**src/sv/assert_macros.svh**
```systemverilog
// assertion helpers shared by the parser modules
// expects a clock named i_clk and an active-low reset named i_rst_n in scope
`ifndef ASSERT_MACROS_SVH
`define ASSERT_MACROS_SVH

// property that must hold at every clock edge outside reset
`define ASSERT_ALWAYS(label, expr, msg) \
    label: assert property (@(posedge i_clk) disable iff (!i_rst_n) (expr)) \
        else $error(msg);

// consequent must hold in the same cycle as the antecedent
`define ASSERT_IMPLIES(label, ante, cons, msg) \
    label: assert property (@(posedge i_clk) disable iff (!i_rst_n) (ante) |-> (cons)) \
        else $error(msg);

`endif

```
**src/sv/rfbp_pkg.sv**
```systemverilog
// shared types and constants for the remote-framebuffer server message parser
// used by the front parser, the event queue, the output stage and the top level
package rfbp_pkg;

    typedef enum logic [2:0] {
        PH_IDLE     = 3'd0,
        PH_UPD_HDR  = 3'd1,
        PH_RECT_HDR = 3'd2,
        PH_RAW      = 3'd3,
        PH_SKIP     = 3'd4
    } t_phase;

    typedef enum logic [2:0] {
        EV_PIXEL  = 3'd0,
        EV_RECT   = 3'd1,
        EV_DONE   = 3'd2,
        EV_BELL   = 3'd3,
        EV_BADMSG = 3'd4,
        EV_BADENC = 3'd5,
        EV_SKIP   = 3'd6
    } t_event;

    localparam logic [7:0] MSG_FB_UPDATE  = 8'd0;
    localparam logic [7:0] MSG_COLOUR_MAP = 8'd1;
    localparam logic [7:0] MSG_BELL       = 8'd2;
    localparam logic [7:0] MSG_CUT_TEXT   = 8'd3;

    localparam logic [7:0] CFG_FB_WIDTH  = 8'd0;
    localparam logic [7:0] CFG_FB_HEIGHT = 8'd1;

    localparam logic [3:0] UPD_HDR_LEN  = 4'd3;
    localparam logic [3:0] RECT_HDR_LEN = 4'd12;
    // header byte positions where each rectangle field ends
    localparam logic [3:0] LEFT_END     = 4'd2;
    localparam logic [3:0] TOP_END      = 4'd4;
    localparam logic [3:0] WIDTH_END    = 4'd6;
    localparam logic [3:0] HEIGHT_END   = 4'd8;

    // one queue word: a primary event, optionally followed by update done
    typedef struct packed {
        t_event      ev;
        logic [7:0]  data;
        logic [33:0] offset;
        logic [15:0] left;
        logic [15:0] top;
        logic [15:0] width;
        logic [15:0] height;
        logic        has_done;
    } t_entry;

endpackage

```
**src/sv/rfb_server_message_parser.sv**
```systemverilog
// remote-framebuffer server message parser, one stream byte per cycle while the queue has room
// a result word passes through the event queue and then the output register
// throughput: one byte per cycle while the queue has room; a byte that yields two
//   results (last pixel or empty rectangle, then update done) yields two output words
// reset: synchronous active low, parser idle, queue empty, size registers zero
module rfb_server_message_parser
    import rfbp_pkg::*;
#(
    parameter int QUEUE_DEPTH = 4
) (
    input  logic        i_clk,
    input  logic        i_rst_n,
    input  logic        i_in_valid,
    output logic        o_in_ready,
    input  logic [7:0]  i_in_byte,
    output logic        o_out_valid,
    input  logic        i_out_ready,
    output logic [2:0]  o_event_res,
    output logic [7:0]  o_data_byte,
    output logic [33:0] o_byte_offset,
    output logic [15:0] o_rect_left,
    output logic [15:0] o_rect_top,
    output logic [15:0] o_rect_width,
    output logic [15:0] o_rect_height,
    output logic [15:0] o_req_width,
    output logic [15:0] o_req_height,
    output logic        o_last,
    input  logic        i_cfg_valid,
    output logic        o_cfg_ready,
    input  logic [7:0]  i_cfg_index,
    input  logic [15:0] i_cfg_data
);

    logic   room, push, head_valid, pop;
    t_entry entry, head;

    assign o_cfg_ready = 1'b1;

    rfbp_front u_front (
        .i_clk      (i_clk),
        .i_rst_n    (i_rst_n),
        .i_in_valid (i_in_valid),
        .i_in_byte  (i_in_byte),
        .o_in_ready (o_in_ready),
        .i_room     (room),
        .o_push     (push),
        .o_entry    (entry)
    );

    rfbp_queue #(
        .DEPTH (QUEUE_DEPTH)
    ) u_queue (
        .i_clk        (i_clk),
        .i_rst_n      (i_rst_n),
        .i_push       (push),
        .i_entry      (entry),
        .o_room       (room),
        .o_head_valid (head_valid),
        .o_head       (head),
        .i_pop        (pop)
    );

    rfbp_back u_back (
        .i_clk         (i_clk),
        .i_rst_n       (i_rst_n),
        .i_head_valid  (head_valid),
        .i_head        (head),
        .o_pop         (pop),
        .i_cfg_valid   (i_cfg_valid),
        .i_cfg_index   (i_cfg_index),
        .i_cfg_data    (i_cfg_data),
        .o_out_valid   (o_out_valid),
        .i_out_ready   (i_out_ready),
        .o_event_res   (o_event_res),
        .o_data_byte   (o_data_byte),
        .o_byte_offset (o_byte_offset),
        .o_rect_left   (o_rect_left),
        .o_rect_top    (o_rect_top),
        .o_rect_width  (o_rect_width),
        .o_rect_height (o_rect_height),
        .o_req_width   (o_req_width),
        .o_req_height  (o_req_height),
        .o_last        (o_last)
    );

endmodule

```
**src/sv/rfbp_front.sv**
```systemverilog
// front parser: takes one stream byte per cycle while the queue has room, tracks header
// and raw state and pushes classified event words into the queue; uses rfbp_pkg
`include "assert_macros.svh"
module rfbp_front
    import rfbp_pkg::*;
(
    input  logic        i_clk,
    input  logic        i_rst_n,
    input  logic        i_in_valid,
    input  logic [7:0]  i_in_byte,
    output logic        o_in_ready,
    input  logic        i_room,
    output logic        o_push,
    output t_entry      o_entry
);

    t_phase      r_phase, n_phase;
    logic [3:0]  r_idx, n_idx;
    logic [15:0] r_rects, n_rects;
    logic [15:0] r_left, n_left;
    logic [15:0] r_top, n_top;
    logic [15:0] r_width, n_width;
    logic [15:0] r_height, n_height;
    logic [31:0] r_enc, n_enc;
    logic [33:0] r_raw_left, n_raw_left;
    logic [33:0] r_raw_off, n_raw_off;
    logic [31:0] r_area;
    logic        accept;
    logic [3:0]  idx_inc;
    logic [15:0] rects_dec;

    assign o_in_ready = i_room;
    assign accept     = i_in_valid && i_room;
    assign idx_inc    = r_idx + 4'd1;
    assign rects_dec  = r_rects - 16'd1;

    always_comb begin
        n_phase    = r_phase;
        n_idx      = r_idx;
        n_rects    = r_rects;
        n_left     = r_left;
        n_top      = r_top;
        n_width    = r_width;
        n_height   = r_height;
        n_enc      = r_enc;
        n_raw_left = r_raw_left;
        n_raw_off  = r_raw_off;
        o_push     = 1'b0;
        o_entry.ev       = EV_PIXEL;
        o_entry.data     = 8'd0;
        o_entry.offset   = 34'd0;
        o_entry.left     = r_left;
        o_entry.top      = r_top;
        o_entry.width    = r_width;
        o_entry.height   = r_height;
        o_entry.has_done = 1'b0;
        if (accept) begin
            unique case (r_phase)
                PH_UPD_HDR: begin
                    // first header byte is padding
                    if (r_idx != 4'd0) n_rects = {r_rects[7:0], i_in_byte};
                    if (idx_inc >= UPD_HDR_LEN) begin
                        n_idx   = 4'd0;
                        n_phase = PH_RECT_HDR;
                    end else begin
                        n_idx = idx_inc;
                    end
                end
                PH_RECT_HDR: begin
                    if (r_idx < LEFT_END)        n_left   = {r_left[7:0], i_in_byte};
                    else if (r_idx < TOP_END)    n_top    = {r_top[7:0], i_in_byte};
                    else if (r_idx < WIDTH_END)  n_width  = {r_width[7:0], i_in_byte};
                    else if (r_idx < HEIGHT_END) n_height = {r_height[7:0], i_in_byte};
                    else                         n_enc    = {r_enc[23:0], i_in_byte};
                    if (idx_inc >= RECT_HDR_LEN) begin
                        n_idx  = 4'd0;
                        o_push = 1'b1;
                        if (n_enc == 32'd0) begin
                            o_entry.ev = EV_RECT;
                            n_raw_left = {r_area, 2'b00};
                            n_raw_off  = 34'd0;
                            if (r_area == 32'd0) begin
                                // empty rectangle completes on the same byte
                                n_rects          = rects_dec;
                                o_entry.has_done = (rects_dec == 16'd0);
                                n_phase = (rects_dec == 16'd0) ? PH_IDLE : PH_RECT_HDR;
                            end else begin
                                n_phase = PH_RAW;
                            end
                        end else begin
                            o_entry.ev = EV_BADENC;
                            n_phase    = PH_IDLE;
                        end
                    end else begin
                        n_idx = idx_inc;
                    end
                end
                PH_RAW: begin
                    o_push         = 1'b1;
                    o_entry.ev     = EV_PIXEL;
                    o_entry.data   = i_in_byte;
                    o_entry.offset = r_raw_off;
                    n_raw_off      = r_raw_off + 34'd1;
                    n_raw_left     = r_raw_left - 34'd1;
                    if (r_raw_left == 34'd1) begin
                        n_idx            = 4'd0;
                        n_rects          = rects_dec;
                        o_entry.has_done = (rects_dec == 16'd0);
                        n_phase = (rects_dec == 16'd0) ? PH_IDLE : PH_RECT_HDR;
                    end
                end
                PH_SKIP: begin
                    o_push     = 1'b1;
                    o_entry.ev = EV_SKIP;
                    n_phase    = PH_IDLE;
                end
                default: begin
                    n_idx = 4'd0;
                    unique case (i_in_byte) inside
                        MSG_FB_UPDATE: n_phase = PH_UPD_HDR;
                        MSG_COLOUR_MAP, MSG_CUT_TEXT: n_phase = PH_SKIP;
                        MSG_BELL: begin
                            o_push     = 1'b1;
                            o_entry.ev = EV_BELL;
                            n_phase    = PH_IDLE;
                        end
                        default: begin
                            o_push     = 1'b1;
                            o_entry.ev = EV_BADMSG;
                            n_phase    = PH_IDLE;
                        end
                    endcase
                end
            endcase
        end
    end

    always_ff @(posedge i_clk) begin
        if (!i_rst_n) begin
            r_phase    <= PH_IDLE;
            r_idx      <= 4'd0;
            r_rects    <= 16'd0;
            r_left     <= 16'd0;
            r_top      <= 16'd0;
            r_width    <= 16'd0;
            r_height   <= 16'd0;
            r_enc      <= 32'd0;
            r_raw_left <= 34'd0;
            r_raw_off  <= 34'd0;
        end else begin
            r_phase    <= n_phase;
            r_idx      <= n_idx;
            r_rects    <= n_rects;
            r_left     <= n_left;
            r_top      <= n_top;
            r_width    <= n_width;
            r_height   <= n_height;
            r_enc      <= n_enc;
            r_raw_left <= n_raw_left;
            r_raw_off  <= n_raw_off;
        end
    end

    // area is formed while the encoding bytes arrive, width and height are final by then
    always_ff @(posedge i_clk) begin
        if (accept && r_phase == PH_RECT_HDR && r_idx == HEIGHT_END) begin
            r_area <= 32'(r_width) * 32'(r_height);
        end
    end

    `ASSERT_IMPLIES(a_raw_nonempty, r_phase == PH_RAW, r_raw_left != 34'd0,
        "raw phase with no pixel bytes left")

endmodule

```
**src/sv/rfbp_queue.sv**
```systemverilog
// short event queue between the front parser and the output stage
// register array with read and write pointers; uses rfbp_pkg for the word type
`include "assert_macros.svh"
module rfbp_queue
    import rfbp_pkg::*;
#(
    parameter int DEPTH = 4
) (
    input  logic   i_clk,
    input  logic   i_rst_n,
    input  logic   i_push,
    input  t_entry i_entry,
    output logic   o_room,
    output logic   o_head_valid,
    output t_entry o_head,
    input  logic   i_pop
);

    localparam int PW = (DEPTH > 1) ? $clog2(DEPTH) : 1;
    localparam int CW = $clog2(DEPTH + 1);

    t_entry          r_mem [DEPTH];
    logic [PW-1:0]   r_wr_ptr, n_wr_ptr;
    logic [PW-1:0]   r_rd_ptr, n_rd_ptr;
    logic [CW-1:0]   r_count, n_count;

    assign o_room       = (r_count != CW'(DEPTH));
    assign o_head_valid = (r_count != '0);
    assign o_head       = r_mem[r_rd_ptr];

    always_comb begin
        n_wr_ptr = r_wr_ptr;
        n_rd_ptr = r_rd_ptr;
        n_count  = r_count;
        if (i_push) begin
            n_wr_ptr = (r_wr_ptr == PW'(DEPTH - 1)) ? '0 : r_wr_ptr + PW'(1);
        end
        if (i_pop) begin
            n_rd_ptr = (r_rd_ptr == PW'(DEPTH - 1)) ? '0 : r_rd_ptr + PW'(1);
        end
        if (i_push && !i_pop) n_count = r_count + CW'(1);
        else if (!i_push && i_pop) n_count = r_count - CW'(1);
    end

    always_ff @(posedge i_clk) begin
        if (!i_rst_n) begin
            r_wr_ptr <= '0;
            r_rd_ptr <= '0;
            r_count  <= '0;
        end else begin
            r_wr_ptr <= n_wr_ptr;
            r_rd_ptr <= n_rd_ptr;
            r_count  <= n_count;
        end
    end

    always_ff @(posedge i_clk) begin
        if (i_push) r_mem[r_wr_ptr] <= i_entry;
    end

    `ASSERT_IMPLIES(a_no_overflow, i_push && !i_pop, r_count != CW'(DEPTH),
        "push into a full queue")
    `ASSERT_IMPLIES(a_no_underflow, i_pop, r_count != '0,
        "pop from an empty queue")

endmodule

```
**src/sv/rfbp_back.sv**
```systemverilog
// output stage: expands queue words into result words and holds the
// framebuffer size registers for the update request; uses rfbp_pkg
`include "assert_macros.svh"
module rfbp_back
    import rfbp_pkg::*;
(
    input  logic        i_clk,
    input  logic        i_rst_n,
    input  logic        i_head_valid,
    input  t_entry      i_head,
    output logic        o_pop,
    input  logic        i_cfg_valid,
    input  logic [7:0]  i_cfg_index,
    input  logic [15:0] i_cfg_data,
    output logic        o_out_valid,
    input  logic        i_out_ready,
    output logic [2:0]  o_event_res,
    output logic [7:0]  o_data_byte,
    output logic [33:0] o_byte_offset,
    output logic [15:0] o_rect_left,
    output logic [15:0] o_rect_top,
    output logic [15:0] o_rect_width,
    output logic [15:0] o_rect_height,
    output logic [15:0] o_req_width,
    output logic [15:0] o_req_height,
    output logic        o_last
);

    logic [15:0] r_fb_width, r_fb_height;
    logic        r_out_valid;
    logic        r_half;      // primary event of the head word already sent
    t_event      r_ev;
    logic [7:0]  r_data;
    logic [33:0] r_off;
    logic [15:0] r_left, r_top, r_width, r_height;
    logic [15:0] r_req_w, r_req_h;
    logic        r_last;
    logic        can_load;
    logic        load;
    t_event      sel_ev;

    assign can_load = !r_out_valid || i_out_ready;
    assign load     = can_load && i_head_valid;
    assign o_pop    = load && (!i_head.has_done || r_half);
    assign sel_ev   = r_half ? EV_DONE : i_head.ev;

    always_ff @(posedge i_clk) begin
        if (!i_rst_n) begin
            r_fb_width  <= 16'd0;
            r_fb_height <= 16'd0;
        end else if (i_cfg_valid) begin
            case (i_cfg_index)
                CFG_FB_WIDTH:  r_fb_width  <= i_cfg_data;
                CFG_FB_HEIGHT: r_fb_height <= i_cfg_data;
                default: ;
            endcase
        end
    end

    always_ff @(posedge i_clk) begin
        if (!i_rst_n) begin
            r_out_valid <= 1'b0;
            r_half      <= 1'b0;
        end else if (can_load) begin
            r_out_valid <= i_head_valid;
            if (i_head_valid) r_half <= !r_half && i_head.has_done;
        end
    end

    always_ff @(posedge i_clk) begin
        if (load) begin
            r_ev     <= sel_ev;
            r_data   <= r_half ? 8'd0 : i_head.data;
            r_off    <= r_half ? 34'd0 : i_head.offset;
            r_left   <= i_head.left;
            r_top    <= i_head.top;
            r_width  <= i_head.width;
            r_height <= i_head.height;
            r_req_w  <= (sel_ev == EV_DONE) ? r_fb_width : 16'd0;
            r_req_h  <= (sel_ev == EV_DONE) ? r_fb_height : 16'd0;
            r_last   <= r_half || !i_head.has_done;
        end
    end

    assign o_out_valid   = r_out_valid;
    assign o_event_res   = r_ev;
    assign o_data_byte   = r_data;
    assign o_byte_offset = r_off;
    assign o_rect_left   = r_left;
    assign o_rect_top    = r_top;
    assign o_rect_width  = r_width;
    assign o_rect_height = r_height;
    assign o_req_width   = r_req_w;
    assign o_req_height  = r_req_h;
    assign o_last        = r_last;

    `ASSERT_IMPLIES(a_half_has_word, r_half, i_head_valid && i_head.has_done && r_out_valid,
        "second event pending without its queue word")

endmodule
```
**config.mk**
```make
export PLATFORM = sky130hd
export DESIGN_NAME = rfb_server_message_parser
export DESIGN_NICKNAME = d
export VERILOG_FILES = /design/src/sv/rfbp_pkg.sv /design/src/sv/rfb_server_message_parser.sv /design/src/sv/rfbp_front.sv /design/src/sv/rfbp_queue.sv /design/src/sv/rfbp_back.sv
export VERILOG_INCLUDE_DIRS = /design/src /design/src/sv
export SDC_FILE = /design/constraint.sdc
export NUM_CORES = 2
export LEC_CHECK = 0
export BUFFER_PORTS_ARGS = -buffer_cell sky130_fd_sc_hd__buf_4
export CAP_MARGIN = 20
export CORE_MARGIN = 5
export CORE_UTILIZATION = 60
export CTS_CLUSTER_DIAMETER = 200
export DETAILED_ROUTE_END_ITERATION = 12
export GPL_ROUTABILITY_DRIVEN = 0
export PLACE_DENSITY_LB_ADDON = 0.1
export REMOVE_ABC_BUFFERS = 1
export SLEW_MARGIN = 20
export SYNTH_ARGS = -nofsm -noshare
export SYNTH_HDL_FRONTEND = slang
export SYNTH_SLANG_ARGS = --single-unit
```
**constraint.sdc**
```tcl
create_clock -name i_clk -period 13.9 [get_ports i_clk]
set_input_delay 1.39 -clock i_clk [delete_from_list [all_inputs] [get_ports i_clk]]
set_output_delay 1.39 -clock i_clk [all_outputs]
set_load 0.01 [all_outputs]
```
==> flow_metrics.env <==
export IMPL_synth_edf_count=614
export IMPL_outcome="finished clean"
export IMPL_power_density_nw_per_um2=149.5
export IMPL_setup_viol=0
export IMPL_post_cts_resized=0
export IMPL_fp_row_count=95
export IMPL_wl_met3_mm=4.541
export IMPL_cts_buffers=86
export IMPL_post_cts_buffers=0
export IMPL_place_hpwl_mm=54.15
export IMPL_synth_seq_cells=844
export IMPL_fin_tns_setup_ps=0
export IMPL_finalWirelength_mm=85.05
export IMPL_route_antenna_remaining_nets=0
export IMPL_start_util=0.6046
export IMPL_synth_top_area_frac=0.4541
export IMPL_ys_seq_area_frac=0.5675
export IMPL_synth_area_per_cell_um2=12.84
export IMPL_placed_area_um2=42660
export IMPL_slew_headroom=0.2447
export IMPL_synth_distinct_cells=74
export IMPL_crit_path_end_kind="flip-flop"
export IMPL_maxSlewViolCount=0
export IMPL_cts_root_buf="clkbuf_16"
export IMPL_overflow=0
export IMPL_yosys_top_cells_area="edfxtp_1 (45%), dfxtp_1 (11%), fa_1 (9.6%)"
export IMPL_clk_pin_slew_ps=60
export IMPL_grt_pass1_vias=25600
export IMPL_clock_sinks=844
export IMPL_fin_worst_skew_ps=17.72
export IMPL_cap_violations=0
export IMPL_final_area_um2=45420
export IMPL_vdd_drop_max_mv=0.1413
export IMPL_critPathLaunchType="flip-flop"
export IMPL_die_w_um=270.1
export IMPL_path_buf_inv=5
export IMPL_antenna_found_initial=0
export IMPL_cp_common_cell="fa_1"
export IMPL_crit_type="reg -> reg"
export IMPL_dieArea_um2=72980
export IMPL_dpl_worst_slack_ps=7062
export IMPL_crit_fanout=22
export IMPL_rsz0062_at_grt="no"
export IMPL_core_um2=67160
export IMPL_ys_warnings_count=0
export IMPL_route_detailed_drc=0
export IMPL_netlist_area_um2=40610
export IMPL_wl_met2_mm=43.85
export IMPL_hold_viol=0
export IMPL_grt_usage=0.2328
export IMPL_vias_per_cell=5.873
export IMPL_ctsHoldBuffers=0
export IMPL_finalPower_mw=6.792
export IMPL_yosys_area_top_type="edfxtp_1"
export IMPL_postSynthCellCount=3163
export IMPL_p_leak_nw=17.52
export IMPL_area_growth_syn_to_layout_pct=11.87
export IMPL_grt_pass1_wl_mm=137.0
export IMPL_synthArstFlopShare=0
export IMPL_drt_pass1_iter_count=5
export IMPL_io_buffer_count=180
export IMPL_antenna_cells=0
export IMPL_fin_ws_ps=7018
export IMPL_clock_fmax_mhz=145.3
export IMPL_ctsLongestPathBuffers=3
export IMPL_worst_path_max_delay_cell="dfxtp_1"
export IMPL_num_io_pins=182
export IMPL_hold_class="reg -> reg"
export IMPL_cp_required_ps=14270
export IMPL_post_route_min_period_ps=6882
export IMPL_period_share=0.4951
export IMPL_routed_top_layer="met4"
export IMPL_drive_gt1_frac=0.1421
export IMPL_path_cells="nand2_1 > fa_1 > inv_1 > fa_1 > inv_1 > fa_1 > inv_1 > fa_1 > fa_1 > inv_1 > fa_1 > inv_1 > ha_1 > o21a_1 > o211ai_1 > nand2_1 > o2111ai_1 > o311ai_1 > a31oi_1 > o31ai_1 > xnor2_1"
export IMPL_htreeDepth=3
export IMPL_fin_nets=3634
export IMPL_arrival_ps=7250
export IMPL_grt_max_degree=146
export IMPL_insertion_delay_ps=620
export IMPL_synth_ff_type="edfxtp_1"
export IMPL_cp_top_family="adder cells"
export IMPL_vias=24840
export IMPL_worst_pin_slew_ps=1133
export IMPL_cts_tree="done"
export IMPL_slowest_delay_ps=900
export IMPL_wire_per_inst_um=20.11
export IMPL_die_h_um=270.1
export IMPL_hold_ws_ps=456.2
export IMPL_drt_met1_wl_mm=34.96
export IMPL_first_iter_violations=2062
==> synthesized netlist by cell type, types with 28 or more instances <==
cell / instances
xor2_1: 39
nor2_1: 180
mux4_2: 110
nor3_1: 36
edfxtp_1: 614
mux2i_1: 51
nor2b_1: 47
dfxtp_1: 230
a21oi_1: 170
nand3_1: 28
and2_1: 164
clkbuf_1: 146
inv_1: 243
nand2_1: 402
fa_1: 195
nor4_1: 31
ha_1: 118
o21ai_0: 56
and3_1: 53
==> layout by cell type, fill, tap and decap left out, drive strengths merged, types with 8 or more instances in the layout <==
cell / n
xor2: 39
mux2i: 51
a31oi: 13
dfxtp: 230
o31ai: 12
or3: 14
nand2: 402
nor3: 37
a211oi: 14
buf: 205
o32ai: 9
clkbuf: 130
edfxtp: 614
nor4: 32
xnor2: 27
ha: 118
inv: 248
a21oi: 170
mux4: 110
nor2: 180
nor2b: 47
nand4: 11
o21ai: 58
and2: 164
a22oi: 8
o211ai: 10
clkinv: 18
and4: 11
and3: 53
fa: 195
nand3: 28
a21o: 12
==> final cells by class <==
cell class	instances	area [um2]
multi-input combinational	1904	16040
inverter	243	914.6
sequential	844	23050
fill	4752	21730
timing repair buffer	205	1555
clock buffer	130	2464
tap	873	1092
clock inverter	30	304.0
==> worst paths after layout <==
kind                      start            endpoint  slack [ps]  cells past startpoint
max reg2reg  u_front.r_width[7]  u_front.r_area[31]        7020                     21
min           u_front.r_enc[31]   u_front.r_enc[31]         460                      2
min reg2reg   u_front.r_enc[31]   u_front.r_enc[31]         460                      2
max          u_front.r_width[7]  u_front.r_area[31]        7020                     21
==> metrics by stage <==
step                std cells  utilization
floorplan                2991            -
global placement         4068       0.6349
detailed placement       4069       0.6352
CTS                      4229       0.6764
global route             4229       0.6764
finish                   4229       0.6764
==> routing by layer <==
layer | up-vias | global-route usage
met5 | - | 0
met4 | 0 | 0.05663
met3 | 117 | 0.03518
met2 | 735 | 0.4067
met1 | 12640 | 0.3117
li1 | 11340 | -
==> cell families (layout without fill, tap and decap cells) <==
kind of cell,after synthesis,in the layout,share of synthesized area
flip-flops,844,844,0.5675
adder cells (fa/ha/maj),313,313,0.1325
other,1,1,0.00009235
AND/OR/NAND/NOR,1015,1015,0.1216
buffers and inverters,415,608,0.03873
AO/OA/AOI/OAI,347,347,0.05152
XOR/XNOR,66,66,0.01424
multiplexers,162,162,0.07386
==> tightest hold or removal path: stages, from the launching register on <==
cell     delay, ps
dfxtp_1        300
nand2_1         50
a21oi_1         50
==> state kept, by name, summed over array words and instances (netlist names), 32 cells and up, named ones only <==
name and cells:
u_front.r_raw_left 34, u_front.r_enc 32, u_back.o_byte_offset 34, u_queue.r_mem 440, u_front.r_area 32, u_front.r_raw_off 34
==> report_power, final <==
part	switching (mW)	internal, mW
sequential	0.150	3.15
combinational	0.652	0.599
clock	0.919	1.32
total	1.72	5.07
Power figures use the tool's default switching activity.
